<file path="src/rtl/core/lcfg_pkg.sv">
// Package for the linear color fade generator.
// Holds the sequencer state type, register codes and fixed widths.
// No dependencies.
package lcfg_pkg;

    localparam int TIME_W      = 46;
    localparam int COLOR_W     = 32;
    localparam int FADE_W      = 16;
    localparam int STEP_W      = 32;
    localparam int OUT_W       = 8;
    localparam int CFG_ADDR_W  = 4;
    localparam int CFG_DATA_W  = 32;
    localparam int NUM_CHAN    = 4;
    localparam int CHAN_IDX_W  = 2;

    localparam logic [29:0] NS_PER_SECOND = 30'd1000000000;

    localparam logic [FADE_W-1:0] FADE_RESET = 16'd1;
    localparam logic [STEP_W-1:0] STEP_RESET = 32'd1000000;

    localparam logic [CFG_ADDR_W-1:0] REG_START_COLOR  = 4'd0;
    localparam logic [CFG_ADDR_W-1:0] REG_END_COLOR    = 4'd1;
    localparam logic [CFG_ADDR_W-1:0] REG_FADE_SECONDS = 4'd2;
    localparam logic [CFG_ADDR_W-1:0] REG_STEP_NS      = 4'd3;

    localparam logic [CHAN_IDX_W-1:0] LAST_CHAN = 2'd3;

    typedef enum logic [3:0] {
        ST_IDLE,
        ST_TOTAL,
        ST_CHECK,
        ST_TIME,
        ST_LOAD,
        ST_MUL,
        ST_DIV,
        ST_WRITE,
        ST_DONE
    } state_t;

endpackage

</file>
<file path="src/rtl/core/lcfg_if.sv">
// Handshake interfaces of the linear color fade generator.
// Depends on lcfg_pkg for widths.
interface lcfg_tick_if;
    logic valid;
    logic ready;
    logic restart;
    modport source (output valid, output restart, input ready);
    modport sink (input valid, input restart, output ready);
endinterface

interface lcfg_color_if;
    logic                            valid;
    logic                            ready;
    logic [lcfg_pkg::OUT_W-1:0]      red;
    logic [lcfg_pkg::OUT_W-1:0]      green;
    logic [lcfg_pkg::OUT_W-1:0]      blue;
    logic [lcfg_pkg::OUT_W-1:0]      brightness;
    logic                            last;
    logic                            error;
    modport source (output valid, output red, output green, output blue,
                    output brightness, output last, output error, input ready);
    modport sink (input valid, input red, input green, input blue,
                  input brightness, input last, input error, output ready);
endinterface

interface lcfg_cfg_if;
    logic                               valid;
    logic                               ready;
    logic [lcfg_pkg::CFG_ADDR_W-1:0]    addr;
    logic [lcfg_pkg::CFG_DATA_W-1:0]    data;
    modport source (output valid, output addr, output data, input ready);
    modport sink (input valid, input addr, input data, output ready);
endinterface

</file>
<file path="src/rtl/core/linear_color_fade_generator.sv">
// Linear color fade generator top level: sequencer plus one shared adder
// used for shift-add multiply and restoring divide. Depends on lcfg_pkg, lcfg_if.
//
//  channel | dir | payload                                   | handshake
//  cfg     | in  | addr, data                                | valid/ready
//  tick    | in  | restart                                   | valid/ready
//  color   | out | red, green, blue, brightness, last, error | valid/ready
//
// Per channel, a color item takes CHANNEL_BITS multiply and CHANNEL_BITS divide
// steps on the shared adder, after the TOTAL, CHECK and TIME states. A tick is
// taken only in IDLE, so a new tick waits until the last item has left DONE.
// An invalid setting goes from CHECK straight to DONE.
// Reset: fade_seconds = 1, step_ns = 1000000, colors and elapsed time zero.
// The result sits in an output register; a new tick is taken while it waits,
// and the next result holds in the sequencer until the register is free.
module linear_color_fade_generator #(
    parameter int CHANNEL_BITS = 8
) (
    input  logic                clk,
    input  logic                rst_n,
    lcfg_cfg_if.sink            cfg,
    lcfg_tick_if.sink           tick,
    lcfg_color_if.source        color
);

    localparam int TW    = lcfg_pkg::TIME_W;
    localparam int W     = TW + CHANNEL_BITS;
    localparam int CNT_W = (CHANNEL_BITS > 1) ? $clog2(CHANNEL_BITS) : 1;
    localparam int OW    = lcfg_pkg::OUT_W;

    lcfg_pkg::state_t state_reg, state_next;

    logic [lcfg_pkg::COLOR_W-1:0] start_reg, end_reg;
    logic [lcfg_pkg::FADE_W-1:0]  fade_reg;
    logic [lcfg_pkg::STEP_W-1:0]  step_reg;
    logic [TW-1:0]                elapsed_reg, elapsed_next;

    logic                         restart_reg, restart_next;
    logic [TW-1:0]                total_reg, total_next;
    logic [TW-1:0]                t_reg, t_next;
    logic                         err_reg, err_next;
    logic                         last_reg, last_next;
    logic [lcfg_pkg::CHAN_IDX_W-1:0] ch_reg, ch_next;
    logic [CNT_W-1:0]             cnt_reg, cnt_next;
    logic [CHANNEL_BITS-1:0]      mcand_reg, mcand_next;
    logic [W-1:0]                 acc_reg, acc_next;
    logic [OW-1:0]                res_reg [lcfg_pkg::NUM_CHAN];
    logic [OW-1:0]                res_next [lcfg_pkg::NUM_CHAN];

    logic                         out_valid_reg, out_valid_next;
    logic [OW-1:0]                out_red_reg, out_red_next;
    logic [OW-1:0]                out_green_reg, out_green_next;
    logic [OW-1:0]                out_blue_reg, out_blue_next;
    logic [OW-1:0]                out_bright_reg, out_bright_next;
    logic                         out_last_reg, out_last_next;
    logic                         out_err_reg, out_err_next;

    // channel extraction, top channel first
    logic [63:0]             start_ext, end_ext;
    logic [CHANNEL_BITS-1:0] chan_s [lcfg_pkg::NUM_CHAN];
    logic [CHANNEL_BITS-1:0] chan_e [lcfg_pkg::NUM_CHAN];

    assign start_ext = {32'd0, start_reg};
    assign end_ext   = {32'd0, end_reg};

    for (genvar gi = 0; gi < lcfg_pkg::NUM_CHAN; gi++) begin : g_chan
        localparam int SH = (3 - gi) * CHANNEL_BITS;
        assign chan_s[gi] = start_ext[SH +: CHANNEL_BITS];
        assign chan_e[gi] = end_ext[SH +: CHANNEL_BITS];
    end

    logic [CHANNEL_BITS-1:0] cur_s, cur_e, cur_diff, cur_q, cur_val;
    logic                    cur_up;
    logic [CHANNEL_BITS+OW-1:0] val_wide;

    assign cur_s    = chan_s[ch_reg];
    assign cur_e    = chan_e[ch_reg];
    assign cur_up   = cur_s < cur_e;
    assign cur_diff = cur_up ? (cur_e - cur_s) : (cur_s - cur_e);
    assign cur_q    = acc_reg[CHANNEL_BITS-1:0];
    assign cur_val  = cur_up ? (cur_s + cur_q) : (cur_s - cur_q);
    assign val_wide = {{OW{1'b0}}, cur_val};

    // shared adder
    logic [W-1:0] alu_a, alu_b;
    logic         alu_sub;
    logic [W:0]   alu_sum;

    assign alu_sum = {1'b0, alu_a} + {1'b0, (alu_sub ? ~alu_b : alu_b)}
                     + {{W{1'b0}}, alu_sub};

    logic [TW:0]  rem_shift;
    logic [TW-1:0] rem_new;
    logic         q_bit;
    logic [CHANNEL_BITS-1:0] low_shift;

    assign rem_shift = {acc_reg[W-1:CHANNEL_BITS], acc_reg[CHANNEL_BITS-1]};
    assign q_bit     = (state_reg == lcfg_pkg::ST_DIV) && alu_sum[W];
    assign rem_new   = q_bit ? alu_sum[TW-1:0] : rem_shift[TW-1:0];
    assign low_shift = (acc_reg[CHANNEL_BITS-1:0] << 1) | CHANNEL_BITS'(q_bit);

    always_comb
    begin
        alu_a   = {acc_reg[W-2:0], 1'b0};
        alu_b   = {W{1'b0}};
        alu_sub = 1'b0;
        if (state_reg == lcfg_pkg::ST_DIV)
        begin
            alu_a   = W'(rem_shift);
            alu_b   = W'(total_reg);
            alu_sub = 1'b1;
        end
        else if (mcand_reg[CHANNEL_BITS-1])
        begin
            alu_b = W'(t_reg);
        end
    end

    // timing checks
    logic          bad_cfg;
    logic [TW:0]   t_step;
    logic          is_last;

    assign bad_cfg = (fade_reg == '0) || (step_reg == '0)
                     || (TW'(step_reg) >= total_reg);
    assign t_step  = {1'b0, t_reg} + (TW + 1)'(step_reg);
    assign is_last = t_step > {1'b0, total_reg};

    logic load_out;

    always_comb
    begin
        state_next   = state_reg;
        elapsed_next = elapsed_reg;
        restart_next = restart_reg;
        total_next   = total_reg;
        t_next       = t_reg;
        err_next     = err_reg;
        last_next    = last_reg;
        ch_next      = ch_reg;
        cnt_next     = cnt_reg;
        mcand_next   = mcand_reg;
        acc_next     = acc_reg;
        res_next     = res_reg;
        load_out     = 1'b0;

        unique case (state_reg)
            lcfg_pkg::ST_IDLE:
            begin
                if (tick.valid)
                begin
                    restart_next = tick.restart;
                    state_next   = lcfg_pkg::ST_TOTAL;
                end
            end
            lcfg_pkg::ST_TOTAL:
            begin
                total_next = fade_reg * lcfg_pkg::NS_PER_SECOND;
                state_next = lcfg_pkg::ST_CHECK;
            end
            lcfg_pkg::ST_CHECK:
            begin
                err_next = bad_cfg;
                t_next   = (restart_reg || elapsed_reg > total_reg) ? '0 : elapsed_reg;
                if (bad_cfg)
                begin
                    last_next    = 1'b0;
                    elapsed_next = '0;
                    state_next   = lcfg_pkg::ST_DONE;
                end
                else
                begin
                    state_next = lcfg_pkg::ST_TIME;
                end
            end
            lcfg_pkg::ST_TIME:
            begin
                last_next    = is_last;
                elapsed_next = is_last ? '0 : t_step[TW-1:0];
                ch_next      = '0;
                state_next   = lcfg_pkg::ST_LOAD;
            end
            lcfg_pkg::ST_LOAD:
            begin
                mcand_next = cur_diff;
                acc_next   = '0;
                cnt_next   = CNT_W'(CHANNEL_BITS - 1);
                state_next = lcfg_pkg::ST_MUL;
            end
            lcfg_pkg::ST_MUL:
            begin
                acc_next   = alu_sum[W-1:0];
                mcand_next = mcand_reg << 1;
                if (cnt_reg == '0)
                begin
                    cnt_next   = CNT_W'(CHANNEL_BITS - 1);
                    state_next = lcfg_pkg::ST_DIV;
                end
                else
                begin
                    cnt_next = cnt_reg - 1'b1;
                end
            end
            lcfg_pkg::ST_DIV:
            begin
                acc_next = {rem_new, low_shift};
                if (cnt_reg == '0)
                begin
                    state_next = lcfg_pkg::ST_WRITE;
                end
                else
                begin
                    cnt_next = cnt_reg - 1'b1;
                end
            end
            lcfg_pkg::ST_WRITE:
            begin
                res_next[ch_reg] = val_wide[OW-1:0];
                if (ch_reg == lcfg_pkg::LAST_CHAN)
                begin
                    state_next = lcfg_pkg::ST_DONE;
                end
                else
                begin
                    ch_next    = ch_reg + 1'b1;
                    state_next = lcfg_pkg::ST_LOAD;
                end
            end
            lcfg_pkg::ST_DONE:
            begin
                if (!out_valid_reg || color.ready)
                begin
                    load_out   = 1'b1;
                    state_next = lcfg_pkg::ST_IDLE;
                end
            end
            default:
            begin
                state_next = lcfg_pkg::ST_IDLE;
            end
        endcase
    end

    always_comb
    begin
        out_valid_next  = out_valid_reg && !color.ready;
        out_red_next    = out_red_reg;
        out_green_next  = out_green_reg;
        out_blue_next   = out_blue_reg;
        out_bright_next = out_bright_reg;
        out_last_next   = out_last_reg;
        out_err_next    = out_err_reg;
        if (load_out)
        begin
            out_valid_next  = 1'b1;
            out_red_next    = err_reg ? '0 : res_reg[0];
            out_green_next  = err_reg ? '0 : res_reg[1];
            out_blue_next   = err_reg ? '0 : res_reg[2];
            out_bright_next = err_reg ? '0 : res_reg[3];
            out_last_next   = last_reg;
            out_err_next    = err_reg;
        end
    end

    always_ff @(posedge clk or negedge rst_n)
    begin
        if (!rst_n)
        begin
            state_reg     <= lcfg_pkg::ST_IDLE;
            start_reg     <= '0;
            end_reg       <= '0;
            fade_reg      <= lcfg_pkg::FADE_RESET;
            step_reg      <= lcfg_pkg::STEP_RESET;
            elapsed_reg   <= '0;
            out_valid_reg <= 1'b0;
            ch_reg        <= '0;
            cnt_reg       <= '0;
        end
        else
        begin
            state_reg     <= state_next;
            elapsed_reg   <= elapsed_next;
            out_valid_reg <= out_valid_next;
            ch_reg        <= ch_next;
            cnt_reg       <= cnt_next;
            if (cfg.valid)
            begin
                unique case (cfg.addr)
                    lcfg_pkg::REG_START_COLOR:  start_reg <= cfg.data;
                    lcfg_pkg::REG_END_COLOR:    end_reg   <= cfg.data;
                    lcfg_pkg::REG_FADE_SECONDS: fade_reg  <= cfg.data[lcfg_pkg::FADE_W-1:0];
                    lcfg_pkg::REG_STEP_NS:      step_reg  <= cfg.data;
                    default:                    ;
                endcase
            end
        end
    end

    always_ff @(posedge clk)
    begin
        restart_reg    <= restart_next;
        total_reg      <= total_next;
        t_reg          <= t_next;
        err_reg        <= err_next;
        last_reg       <= last_next;
        mcand_reg      <= mcand_next;
        acc_reg        <= acc_next;
        res_reg        <= res_next;
        out_red_reg    <= out_red_next;
        out_green_reg  <= out_green_next;
        out_blue_reg   <= out_blue_next;
        out_bright_reg <= out_bright_next;
        out_last_reg   <= out_last_next;
        out_err_reg    <= out_err_next;
    end

    assign cfg.ready        = 1'b1;
    assign tick.ready       = (state_reg == lcfg_pkg::ST_IDLE);
    assign color.valid      = out_valid_reg;
    assign color.red        = out_red_reg;
    assign color.green      = out_green_reg;
    assign color.blue       = out_blue_reg;
    assign color.brightness = out_bright_reg;
    assign color.last       = out_last_reg;
    assign color.error      = out_err_reg;

    a_accept_starts: assert property (@(posedge clk) disable iff (!rst_n)
        tick.valid && tick.ready |=> state_reg == lcfg_pkg::ST_TOTAL)
        else $error("accepted item did not start the sequence");

    a_div_rem: assert property (@(posedge clk) disable iff (!rst_n)
        state_reg == lcfg_pkg::ST_DIV |-> acc_reg[W-1:CHANNEL_BITS] < total_reg)
        else $error("partial remainder not below fade length");

    a_err_zero: assert property (@(posedge clk) disable iff (!rst_n)
        color.valid && color.error |-> color.red == '0 && color.green == '0
            && color.blue == '0 && color.brightness == '0 && !color.last)
        else $error("error item carries nonzero fields");

    a_err_clears: assert property (@(posedge clk) disable iff (!rst_n)
        state_reg == lcfg_pkg::ST_CHECK && bad_cfg |=> elapsed_reg == '0)
        else $error("elapsed time not cleared on invalid settings");

endmodule

</file>
<file path="src/flat_wrapper.sv">
// flat-port wrapper written by rule: the top's interface ports become plain ports
module linear_color_fade_generator_flat 
#(
    parameter int CHANNEL_BITS = 8
)
  (clk, rst_n, cfg_valid, cfg_addr, cfg_data, cfg_ready, tick_valid, tick_restart, tick_ready, color_valid, color_red, color_green, color_blue, color_brightness, color_last, color_error, color_ready);
  lcfg_cfg_if cfg_i ();
  lcfg_tick_if tick_i ();
  lcfg_color_if color_i ();
  input  logic clk;
  input  logic rst_n;
  input wire logic [$bits(cfg_i.valid)-1:0] cfg_valid;
  input wire logic [$bits(cfg_i.addr)-1:0] cfg_addr;
  input wire logic [$bits(cfg_i.data)-1:0] cfg_data;
  output wire logic [$bits(cfg_i.ready)-1:0] cfg_ready;
  input wire logic [$bits(tick_i.valid)-1:0] tick_valid;
  input wire logic [$bits(tick_i.restart)-1:0] tick_restart;
  output wire logic [$bits(tick_i.ready)-1:0] tick_ready;
  output wire logic [$bits(color_i.valid)-1:0] color_valid;
  output wire logic [$bits(color_i.red)-1:0] color_red;
  output wire logic [$bits(color_i.green)-1:0] color_green;
  output wire logic [$bits(color_i.blue)-1:0] color_blue;
  output wire logic [$bits(color_i.brightness)-1:0] color_brightness;
  output wire logic [$bits(color_i.last)-1:0] color_last;
  output wire logic [$bits(color_i.error)-1:0] color_error;
  input wire logic [$bits(color_i.ready)-1:0] color_ready;
  assign cfg_i.valid = cfg_valid;
  assign cfg_i.addr = cfg_addr;
  assign cfg_i.data = cfg_data;
  assign cfg_ready = cfg_i.ready;
  assign tick_i.valid = tick_valid;
  assign tick_i.restart = tick_restart;
  assign tick_ready = tick_i.ready;
  assign color_valid = color_i.valid;
  assign color_red = color_i.red;
  assign color_green = color_i.green;
  assign color_blue = color_i.blue;
  assign color_brightness = color_i.brightness;
  assign color_last = color_i.last;
  assign color_error = color_i.error;
  assign color_i.ready = color_ready;
  linear_color_fade_generator #(.CHANNEL_BITS(CHANNEL_BITS)) u_core (.clk(clk), .rst_n(rst_n), .cfg(cfg_i), .tick(tick_i), .color(color_i));
endmodule
</file>
<file path="config.mk">
export PLATFORM = sky130hd
export DESIGN_NAME = linear_color_fade_generator_flat
export DESIGN_NICKNAME = d
export VERILOG_FILES = /design/src/rtl/core/lcfg_pkg.sv /design/src/rtl/core/lcfg_if.sv /design/src/rtl/core/linear_color_fade_generator.sv /design/src/flat_wrapper.sv
export SDC_FILE = /design/constraint.sdc
export NUM_CORES = 1
export LEC_CHECK = 0
export CORE_MARGIN = 2
export CORE_UTILIZATION = 30
export CTS_CLUSTER_SIZE = 40
export DETAILED_ROUTE_END_ITERATION = 12
export DONT_BUFFER_PORTS = 1
export HOLD_SLACK_MARGIN = 0.05
export PLACE_DENSITY_LB_ADDON = 0.25
export SYNTH_ARGS = -nofsm -noshare
export SYNTH_HDL_FRONTEND = slang
export SYNTH_SLANG_ARGS = --single-unit
</file>
<file path="constraint.sdc">
create_clock -name clk -period 8.37 [get_ports clk]
set_input_delay 1.674 -clock clk [delete_from_list [all_inputs] [get_ports clk]]
set_output_delay 1.674 -clock clk [all_outputs]
set_load 0.05 [all_outputs]
</file>
# == Word level (Yosys, flattened, before mapping) ==
# Index checks and enable logic that the tools add are counted.
# op_classes
n_addsub,9
n_mul,1
order_cmp,6
eq_ne,19
muxes,39
n_bitwise,3
n_reduce_logical,27
# op_table
operator,n
46-bit 2-to-1 mux,5
54-bit one-hot mux with 3 select lines,1
54-bit 2-to-1 mux,2
46-bit one-hot mux with 2 select lines,1
8-bit 2-to-1 mux,7
54-bit by 54-bit adder with 55-bit output,1
55-bit by 1-bit adder with 55-bit output,1
46-bit NOT with 54-bit output,1
46-bit by 32-bit adder with 47-bit output,1
47-bit by 46-bit greater-than comparator with 1-bit output,1
32-bit by 46-bit greater-or-equal comparator with 1-bit output,1
46-bit greater-than comparator,1
16-bit by 21-bit multiplier with 37-bit output (second input constant),1
4-bit one-hot mux with 9 select lines,1
8-bit binary-select mux with 2-bit select,2
32-bit bitwise mux,1
32-bit logical NOT,1
4-bit 2-to-1 mux,6
8-bit subtractor,3
8-bit demux with 2-bit select,1
4-bit by 2-bit equality test with 1-bit output (second input constant),4
4-bit by 3-bit equality test with 1-bit output (second input constant),4
16-bit logical NOT,1
8-bit one-hot mux with 2 select lines,1
28 further kinds,55
# totals
reg_bits,382
in_bits,42
out_inout_bits,37
word_cells,130

# == Logic depth before layout (Yosys ltp) ==
# Gate-level depths: netlist of run 1.
# depth
ltp_word,9
ltp_mapped,24
mapped_depth_nobuf,23

# == Least setup slack after synthesis of run 1 ==
# Ideal clock, no wire load.
# synth_timing
path_type,reg-to-reg
from,register u_core.fade_reg[5] (netlist bit)
to,register u_core.total_reg[44] (data pin)
arrival_ns,5.851
setup_slack_ns,2.262
stages_incl_launch_ff,24
n_path_buf,0
synth_period_minus_slack_ns,6.108
path_cell_list,dfrtp_1 inv_1 ha_1 inv_1 fa_1 inv_1 fa_1 inv_1 fa_1 fa_1 inv_1 fa_1 inv_1 ha_1 a21oi_1 o21ai_0 nor4b_1 nor2_1 o21ai_0 o2111ai_1 a211oi_1 o21bai_1 a21oi_1 xnor2_1
# synth_between
elab_chain_len,1
# synth_rtl
element,line,rtl
start: declaration,linear_color_fade_generator.sv:34,logic [lcfg_pkg::FADE_W-1:0] fade_reg;
start signal: assignment,linear_color_fade_generator.sv:272,fade_reg <= lcfg_pkg::FADE_RESET;
start signal: assignment,linear_color_fade_generator.sv:291,lcfg_pkg::REG_FADE_SECONDS: fade_reg <= cfg.data[lcfg_pkg::FADE_W-1:0];
16-bit by 21-bit multiplier with 37-bit output,linear_color_fade_generator.sv:158,total_next = fade_reg * lcfg_pkg::NS_PER_SECOND;
end signal: assignment,linear_color_fade_generator.sv:302,total_reg <= total_next;
end: declaration,linear_color_fade_generator.sv:39,"logic [TW-1:0] total_reg, total_next;"
# Every way passes these cells.
# A chain may end at the register's enable or synchronous reset.

# == Final worst setup path of run 1 ==
# layout_timing
from,register u_core.step_reg[18] (netlist bit)
to,register u_core.elapsed_reg[23]
# layout_between
elab_chain_len,5
elab_cells_between_ends,10
# layout_rtl
element,line,rtl
start: declaration,linear_color_fade_generator.sv:35,logic [lcfg_pkg::STEP_W-1:0] step_reg;
start signal: assignment,linear_color_fade_generator.sv:273,step_reg <= lcfg_pkg::STEP_RESET;
start signal: assignment,linear_color_fade_generator.sv:292,lcfg_pkg::REG_STEP_NS: step_reg <= cfg.data;
"parallel branches: the longest is 5 deep, another holds 46-bit by 32-bit adder with 47-bit output",--,
end signal: assignment,linear_color_fade_generator.sv:282,elapsed_reg <= elapsed_next;
end: declaration,linear_color_fade_generator.sv:36,"logic [TW-1:0] elapsed_reg, elapsed_next;"
# Several ways; the timed one is not identified.

==> flow_summary.ini, run 1 <==
[placement]
place_hpwl_mm = 70.1
weighted_congestion_at_the_end_of_routability_driven_global_placement = 0.888
placement.io_buffers = 0

[cells_and_area]
insertedDiodeCount = 0
flow.area_growth_from_synthesis_pct = 9.99
largest_register_ffs = 54
drive_gt1_share_pct = 9.14
design.final.nets = 3482

[setup_path]
reg2reg_slack_ns = 1.48
critical_path.slowest_cell = sky130_fd_sc_hd__and3_2
worstSetupStartpoint = u_core.step_reg[18]
worst-path-buf-inv = 0
reg2reg_depth = 19
worst-endpoint-required_ns = 8.87
path_cells = ha_1 > a21o_1 > o31ai_1 > a21oi_1 > a2111oi_2 > a31o_2 > o31ai_1 > a31oi_1 > nor3b_1 > xor2_1 > ha_1 > nand4_1 > nor4_1 > nand3_1 > or3_1 > or4b_1 > a32oi_1 > and3_2 > a22o_1
cp_top_family = simple AND/OR/NAND/NOR gates
crit_path_max_fanout = 45
reg2reg_to = u_core.elapsed_reg[23]
cp-end-kind = flop
worstSetupEndpoint = u_core.elapsed_reg[23]
worst_path_largest_cell_delay_ns = 0.94
cp.arrival_ns = 7.39
critical_path.reg2reg.startpoint = u_core.step_reg[18]
setup.worst_path.start_class = flop
crit_cells = 19
path_class = flop to flop

[floorplanning]
core_um2 = 100000
die_height_um = 322
initial_utilization_pct = 30.3
die_w_um = 322
top_level_ports = 79
die_area_um2 = 104000
rows = 116

[sta]
clock.fmax_ghz = 0.145
final-max-slew-violation-count = 0
timing.final.crit_share_pct = 82.3
final-setup-viol-count = 0
slew_headroom_pct = 24.7
final-hold-violation-count = 0
grt_setup_unrepaired = false
fin_setup_tns_ns = 0
min_period_ns = 6.89
worst-slew-pin-transition_ns = 1.13
final.setup_skew_ns = 0.0295

[detailed_routing]
antenna_violating_nets_post_route = 0
routedWlPerCell_um = 20.8
drtPass1Iterations = 5
via_per_inst = 5.14
route.final.wire_length_mm = 89.0
final_routed_drc_violation_total = 0
num_vias = 22000
detailedRoute.firstIterationViolations = 1312

[logic_synthesis]
synth.top_cell.area_share_pct = 21.2
synthDistinctLibCells = 81
yosys_warnings = 0
synth.largest_area_cell = sky130_fd_sc_hd__edfxtp_1
synth_common_cells = sky130_fd_sc_hd__ha_1, sky130_fd_sc_hd__inv_1, sky130_fd_sc_hd__nand2_1
post_synth_edffs = 214
postSynthNetCount = 3512
post_synth.cell_area_avg_um2 = 10.2
ys_seq_area_share_pct = 35.0
yosys.cell_count.top_type = sky130_fd_sc_hd__ha_1
ys_async_sr_fraction_pct = 44.0
mappedNetlistArea_um2 = 30400
postSynth.topFlopCell = sky130_fd_sc_hd__edfxtp_1
synth_seq_cells = 382
netlist_instances = 2979
netlist_top_cells_area = sky130_fd_sc_hd__edfxtp_1, sky130_fd_sc_hd__ha_1, sky130_fd_sc_hd__dfrtp_1

[clock_tree]
total_number_of_h_tree_levels = 2
cts_post_setup_buffers_inserted = 0
worstSkewPairLatency_ns = 0.60
cts_sinks = 382
cts-root-buf = sky130_fd_sc_hd__clkbuf_16
post_cts_resized = 0
cts_tree = built
cts_inserted_buffers = 46
clk_path_buf_depth = 3
postCtsHoldBufs = 0
clk_transition_reported_paths_ns = 0.06

[flow_run]
drv.max_cap_violation_count = 0

[outcome]
status = finished, final reports clean

[min_path]
holdCritPathClass = flop to flop
hold-path-cell-count = 1

[grt]
number_of_global_route_vias_before_repair = 21900
grt.total_usage_pct = 17.0
grt_pass1_wl_mm = 135
maximum_number_of_pins_on_one_net_before_global_route_repair = 169
total_gr_overflow = 0
grt_antenna_before_repair = 2
## worst min-delay path by stage
stage,slack (ns),start,end
after floorplan,0.40,u_core.last_reg,u_core.color.last
after global placement,0.48,u_core.chan_e[0],u_core.chan_e[0]
after detailed placement,0.48,u_core.cnt_reg[0],u_core.cnt_reg[0]
after CTS,0.50,u_core.cnt_reg[0],u_core.cnt_reg[0]
after global routing,0.52,u_core.chan_s[27],u_core.chan_s[27]
final,0.50,u_core.cnt_reg[0],u_core.cnt_reg[0]
## per-layer routing
layer | global-route usage (%) | wire [µm]
met1 | 23.6 | 41400
met2 | 27.5 | 41100
met3 | 2.61 | 4340
met4 | 4.47 | 2150
met5 | 0 | 13
## layout by cell type, fill, tap and decap left out, types with 8 or more instances in the layout
cell	instances
sky130_fd_sc_hd__o21bai_1	22
sky130_fd_sc_hd__dfrtp_1	160
sky130_fd_sc_hd__nor3_1	35
sky130_fd_sc_hd__o211ai_1	8
sky130_fd_sc_hd__nand3_1	79
sky130_fd_sc_hd__o22ai_1	13
sky130_fd_sc_hd__a22o_1	52
sky130_fd_sc_hd__nand2_1	280
sky130_fd_sc_hd__and2_1	10
sky130_fd_sc_hd__a211oi_1	20
sky130_fd_sc_hd__inv_1	318
sky130_fd_sc_hd__mux2_2	115
sky130_fd_sc_hd__buf_4	22
sky130_fd_sc_hd__nand4_1	49
sky130_fd_sc_hd__o221ai_1	10
sky130_fd_sc_hd__nand2b_1	16
sky130_fd_sc_hd__nor2b_1	99
sky130_fd_sc_hd__mux4_2	16
sky130_fd_sc_hd__a21oi_1	161
sky130_fd_sc_hd__a211o_1	8
sky130_fd_sc_hd__ha_1	358
sky130_fd_sc_hd__xnor2_1	90
sky130_fd_sc_hd__nor2_1	105
sky130_fd_sc_hd__or2_2	8
sky130_fd_sc_hd__clkinv_2	12
sky130_fd_sc_hd__o21ai_0	146
sky130_fd_sc_hd__edfxtp_1	214
sky130_fd_sc_hd__a21o_1	73
sky130_fd_sc_hd__nor4_1	24
sky130_fd_sc_hd__o31ai_1	9
sky130_fd_sc_hd__dfstp_2	8
sky130_fd_sc_hd__a31oi_1	19
sky130_fd_sc_hd__clkbuf_16	47
sky130_fd_sc_hd__o21a_1	16
sky130_fd_sc_hd__xor2_1	49
sky130_fd_sc_hd__fa_1	133
sky130_fd_sc_hd__mux2i_1	33
sky130_fd_sc_hd__and3_1	15
## stage by stage
step | instance area, µm² | std cells | worst slack [ns] | utilization (%) | hold WS [ns]
6_report | 33400 | 4284 | 1.48 | 33.3 | 0.497
5_1_grt | 33400 | 4284 | 1.02 | 33.3 | 0.517
4_1_cts | 33400 | 4284 | 1.42 | 33.3 | 0.499
3_5_place_dp | 31800 | 4199 | 1.47 | 31.8 | 0.484
3_3_place_gp | 31800 | 4199 | 1.61 | 31.8 | 0.484
2_1_floorplan | 30400 | 2979 | 2.26 | - | 0.400
## worst reg2reg max path: stages (launching register included)
cell	delay (ns)
sky130_fd_sc_hd__dfstp_2	0.55
sky130_fd_sc_hd__ha_1	0.30
sky130_fd_sc_hd__a21o_1	0.23
sky130_fd_sc_hd__o31ai_1	0.29
sky130_fd_sc_hd__a21oi_1	0.13
sky130_fd_sc_hd__a2111oi_2	0.49
sky130_fd_sc_hd__a31o_2	0.25
sky130_fd_sc_hd__o31ai_1	0.11
sky130_fd_sc_hd__a31oi_1	0.60
sky130_fd_sc_hd__nor3b_1	0.15
sky130_fd_sc_hd__xor2_1	0.19
sky130_fd_sc_hd__ha_1	0.31
sky130_fd_sc_hd__nand4_1	0.14
sky130_fd_sc_hd__nor4_1	0.65
sky130_fd_sc_hd__nand3_1	0.16
sky130_fd_sc_hd__or3_1	0.34
sky130_fd_sc_hd__or4b_1	0.46
sky130_fd_sc_hd__a32oi_1	0.26
sky130_fd_sc_hd__and3_2	0.94
sky130_fd_sc_hd__a22o_1	0.27
## kinds of logic (layout without fill, tap and decap cells)
group | after synthesis | after routing | share of synthesized area (%)
fa+ha+maj | 491 | 491 | 23.5
mux | 164 | 164 | 6.54
other cells | 1 | 1 | 0.0124
buf+inv | 420 | 427 | 5.37
compound gates | 620 | 620 | 13.3
flops | 382 | 382 | 35.0
simple gates | 762 | 762 | 12.2
xor+xnor | 139 | 139 | 4.01
## final cells by class
type | instances | area [µm²]
flip-flops and latches | 382 | 10600
well taps | 1298 | 1620
inverters | 319 | 1200
clock inverters | 29 | 350
repair buffers | 23 | 185
multi-input cells | 2177 | 18200
clock buffers | 56 | 1230
fillers | 10300 | 66800
Power of run 1 is not shown: default switching activity piles up to over one toggle a cycle in this logic, so the estimate is an artifact.
==> run 2, diff against run 1 <==
==> constraint.sdc (replaced) <==
create_clock -name clk -period 6.1 [get_ports clk]
set_input_delay 1.22 -clock clk [delete_from_list [all_inputs] [get_ports clk]]
set_output_delay 1.22 -clock clk [all_outputs]
set_load 0.05 [all_outputs]
==> run 2 against run 1 <==
First-iteration DRC count up 15%. Setup slack worse by 1.4 ns. Register-to-register slack lost 1.4 ns. Highest routed layer unchanged.
==> flow_summary.ini, run 2 (same netlist as run 1, synthesis figures left out) <==
[cells_and_area]
final_common_cell = sky130_fd_sc_hd__ha_1
final_cells = 4447
insertedDiodeCount = 0
largest_register_ffs = 54
drive_gt1_share_pct = 15.3
layout.cells.most_common_list = sky130_fd_sc_hd__ha_1, sky130_fd_sc_hd__inv_1, sky130_fd_sc_hd__nand2_1, sky130_fd_sc_hd__edfxtp_1, sky130_fd_sc_hd__buf_4
flow.area_growth_from_synthesis_pct = 15.4
design.final.nets = 3645

[clock_tree]
clk_path_buf_depth = 3
cts-root-buf = sky130_fd_sc_hd__clkbuf_16
clk_transition_reported_paths_ns = 0.07
cts_sinks = 382
total_number_of_h_tree_levels = 2
worstSkewPairLatency_ns = 0.62
cts_inserted_buffers = 45
cts_tree = built

[min_path]
holdCritPathClass = input pin to asynchronous set/reset pin

[setup_path]
cp.arrival_ns = 6.31
path_class = flop to flop
reg2reg_depth = 19
critical_path.reg2reg.startpoint = u_core.fade_reg[2]
worst-endpoint-required_ns = 6.43
cp-end-kind = flop
crit_path_max_fanout = 4
reg2reg_slack_ns = 0.12
setup.worst_path.start_class = flop
reg2reg_to = u_core.total_reg[45]

[detailed_routing]
num_vias = 22800
antenna_violating_nets_post_route = 0
final_routed_drc_violation_total = 0
via_per_inst = 5.12
drtPass1Iterations = 6
detailedRoute.firstIterationViolations = 1510
route.final.wire_length_mm = 92.5
routedWlPerCell_um = 20.8

[sta]
final-hold-violation-count = 0
layout_setup_ws_ns = 0.120
final-setup-viol-count = 0
final-max-slew-violation-count = 0
holdWs_ns = 0.293
clock.fmax_ghz = 0.167
timing.final.crit_share_pct = 98.0
worst-slew-pin-transition_ns = 1.10
final.setup_skew_ns = 0.0323
grt_setup_unrepaired = true
slew_headroom_pct = 26.9
min_period_ns = 5.98

[floorplanning]
initial_utilization_pct = 30.3
core_um2 = 100000
die_area_um2 = 104000
die_w_um = 322
top_level_ports = 79
rows = 116
die_height_um = 322

[placement]
placement.io_buffers = 0
weighted_congestion_at_the_end_of_routability_driven_global_placement = 0.884
placement.setup.worst_slack_ns = -0.0696
dp_cells = 4349
place_hpwl_mm = 73.5

[grt]
total_gr_overflow = 0
grt_antenna_before_repair = 6
number_of_global_route_vias_before_repair = 22500
grt.total_usage_pct = 17.5
grt_pass1_wl_mm = 139
maximum_number_of_pins_on_one_net_before_global_route_repair = 169

[flow_run]
drv.max_cap_violation_count = 0

[outcome]
status = finished, final reports clean
==> run 2: area by class of cell <==
class	instances	area (µm²)
tap	1298	1620
timing repair buffer	187	1580
fill	10300	65100
clock buffer	48	1160
multi-input combinational	2177	18500
sequential	382	10600
clock inverter	36	359
inverter	319	1200
==> run 2: timing repair <==
action                                 in CTS  in global routing
gates cloned                                0                  5
hold buffers                                0                  0
endpoints found under the hold margin       0                  0
gates resized for setup                     4                 49
buffers inserted                            0                  9
pin swaps                                   1                 51
setup endpoints to repair                   3                 57
==> run 2: how the worst max path moves through the flow <==
stage,start,slack [ns],cells past startpoint,to
floorplan,u_core.fade_reg[5],0.09,23,u_core.total_reg[44]
global placement,u_core.fade_reg[4],-0.06,20,u_core.total_reg[43]
detailed placement,u_core.fade_reg[4],-0.07,20,u_core.total_reg[45]
CTS,u_core.fade_reg[4],0.009,20,u_core.total_reg[45]
global route,u_core.fade_reg[5],-0.11,20,u_core.total_reg[45]
finish,u_core.fade_reg[2],0.12,19,u_core.total_reg[45]
==> run 2: stage by stage <==
| step | setup TNS [ns] | util [%] | instance area, µm² |
|---|---|---|---|
| floorplan | 0 | - | 30400 |
| global placement | -0.127 | 33.0 | 33000 |
| CTS | 0 | 34.5 | 34600 |
| finish | 0 | 35.0 | 35000 |
| global route | -0.306 | 35.0 | 35000 |
| detailed placement | -0.168 | 33.0 | 33000 |
==> run 2: layer usage <==
layer	global-route usage [%]	vias to the layer above	wire [µm]
met5	0	-	23
met1	24.9	11300	43600
met3	1.89	107	3390
li1	-	10900	-
met2	28.4	453	43400
met4	4.33	4	2040
==> run 2: worst max-delay path, cell delays in order, from the launching register on <==
cell,delay (ns)
sky130_fd_sc_hd__dfrtp_2,0.45
sky130_fd_sc_hd__fa_2,0.62
sky130_fd_sc_hd__inv_2,0.05
sky130_fd_sc_hd__fa_1,0.52
sky130_fd_sc_hd__fa_1,0.53
sky130_fd_sc_hd__inv_1,0.06
sky130_fd_sc_hd__fa_1,0.48
sky130_fd_sc_hd__fa_1,0.55
sky130_fd_sc_hd__inv_1,0.05
sky130_fd_sc_hd__fa_1,0.53
sky130_fd_sc_hd__inv_1,0.06
sky130_fd_sc_hd__ha_4,0.27
sky130_fd_sc_hd__nand2_1,0.05
sky130_fd_sc_hd__or4_4,0.57
sky130_fd_sc_hd__a21oi_4,0.15
sky130_fd_sc_hd__a211oi_2,0.07
sky130_fd_sc_hd__a211oi_2,0.31
sky130_fd_sc_hd__a211oi_2,0.13
sky130_fd_sc_hd__a21oi_2,0.16
sky130_fd_sc_hd__xnor2_1,0.10
Power of run 2 is left out for the same reason.
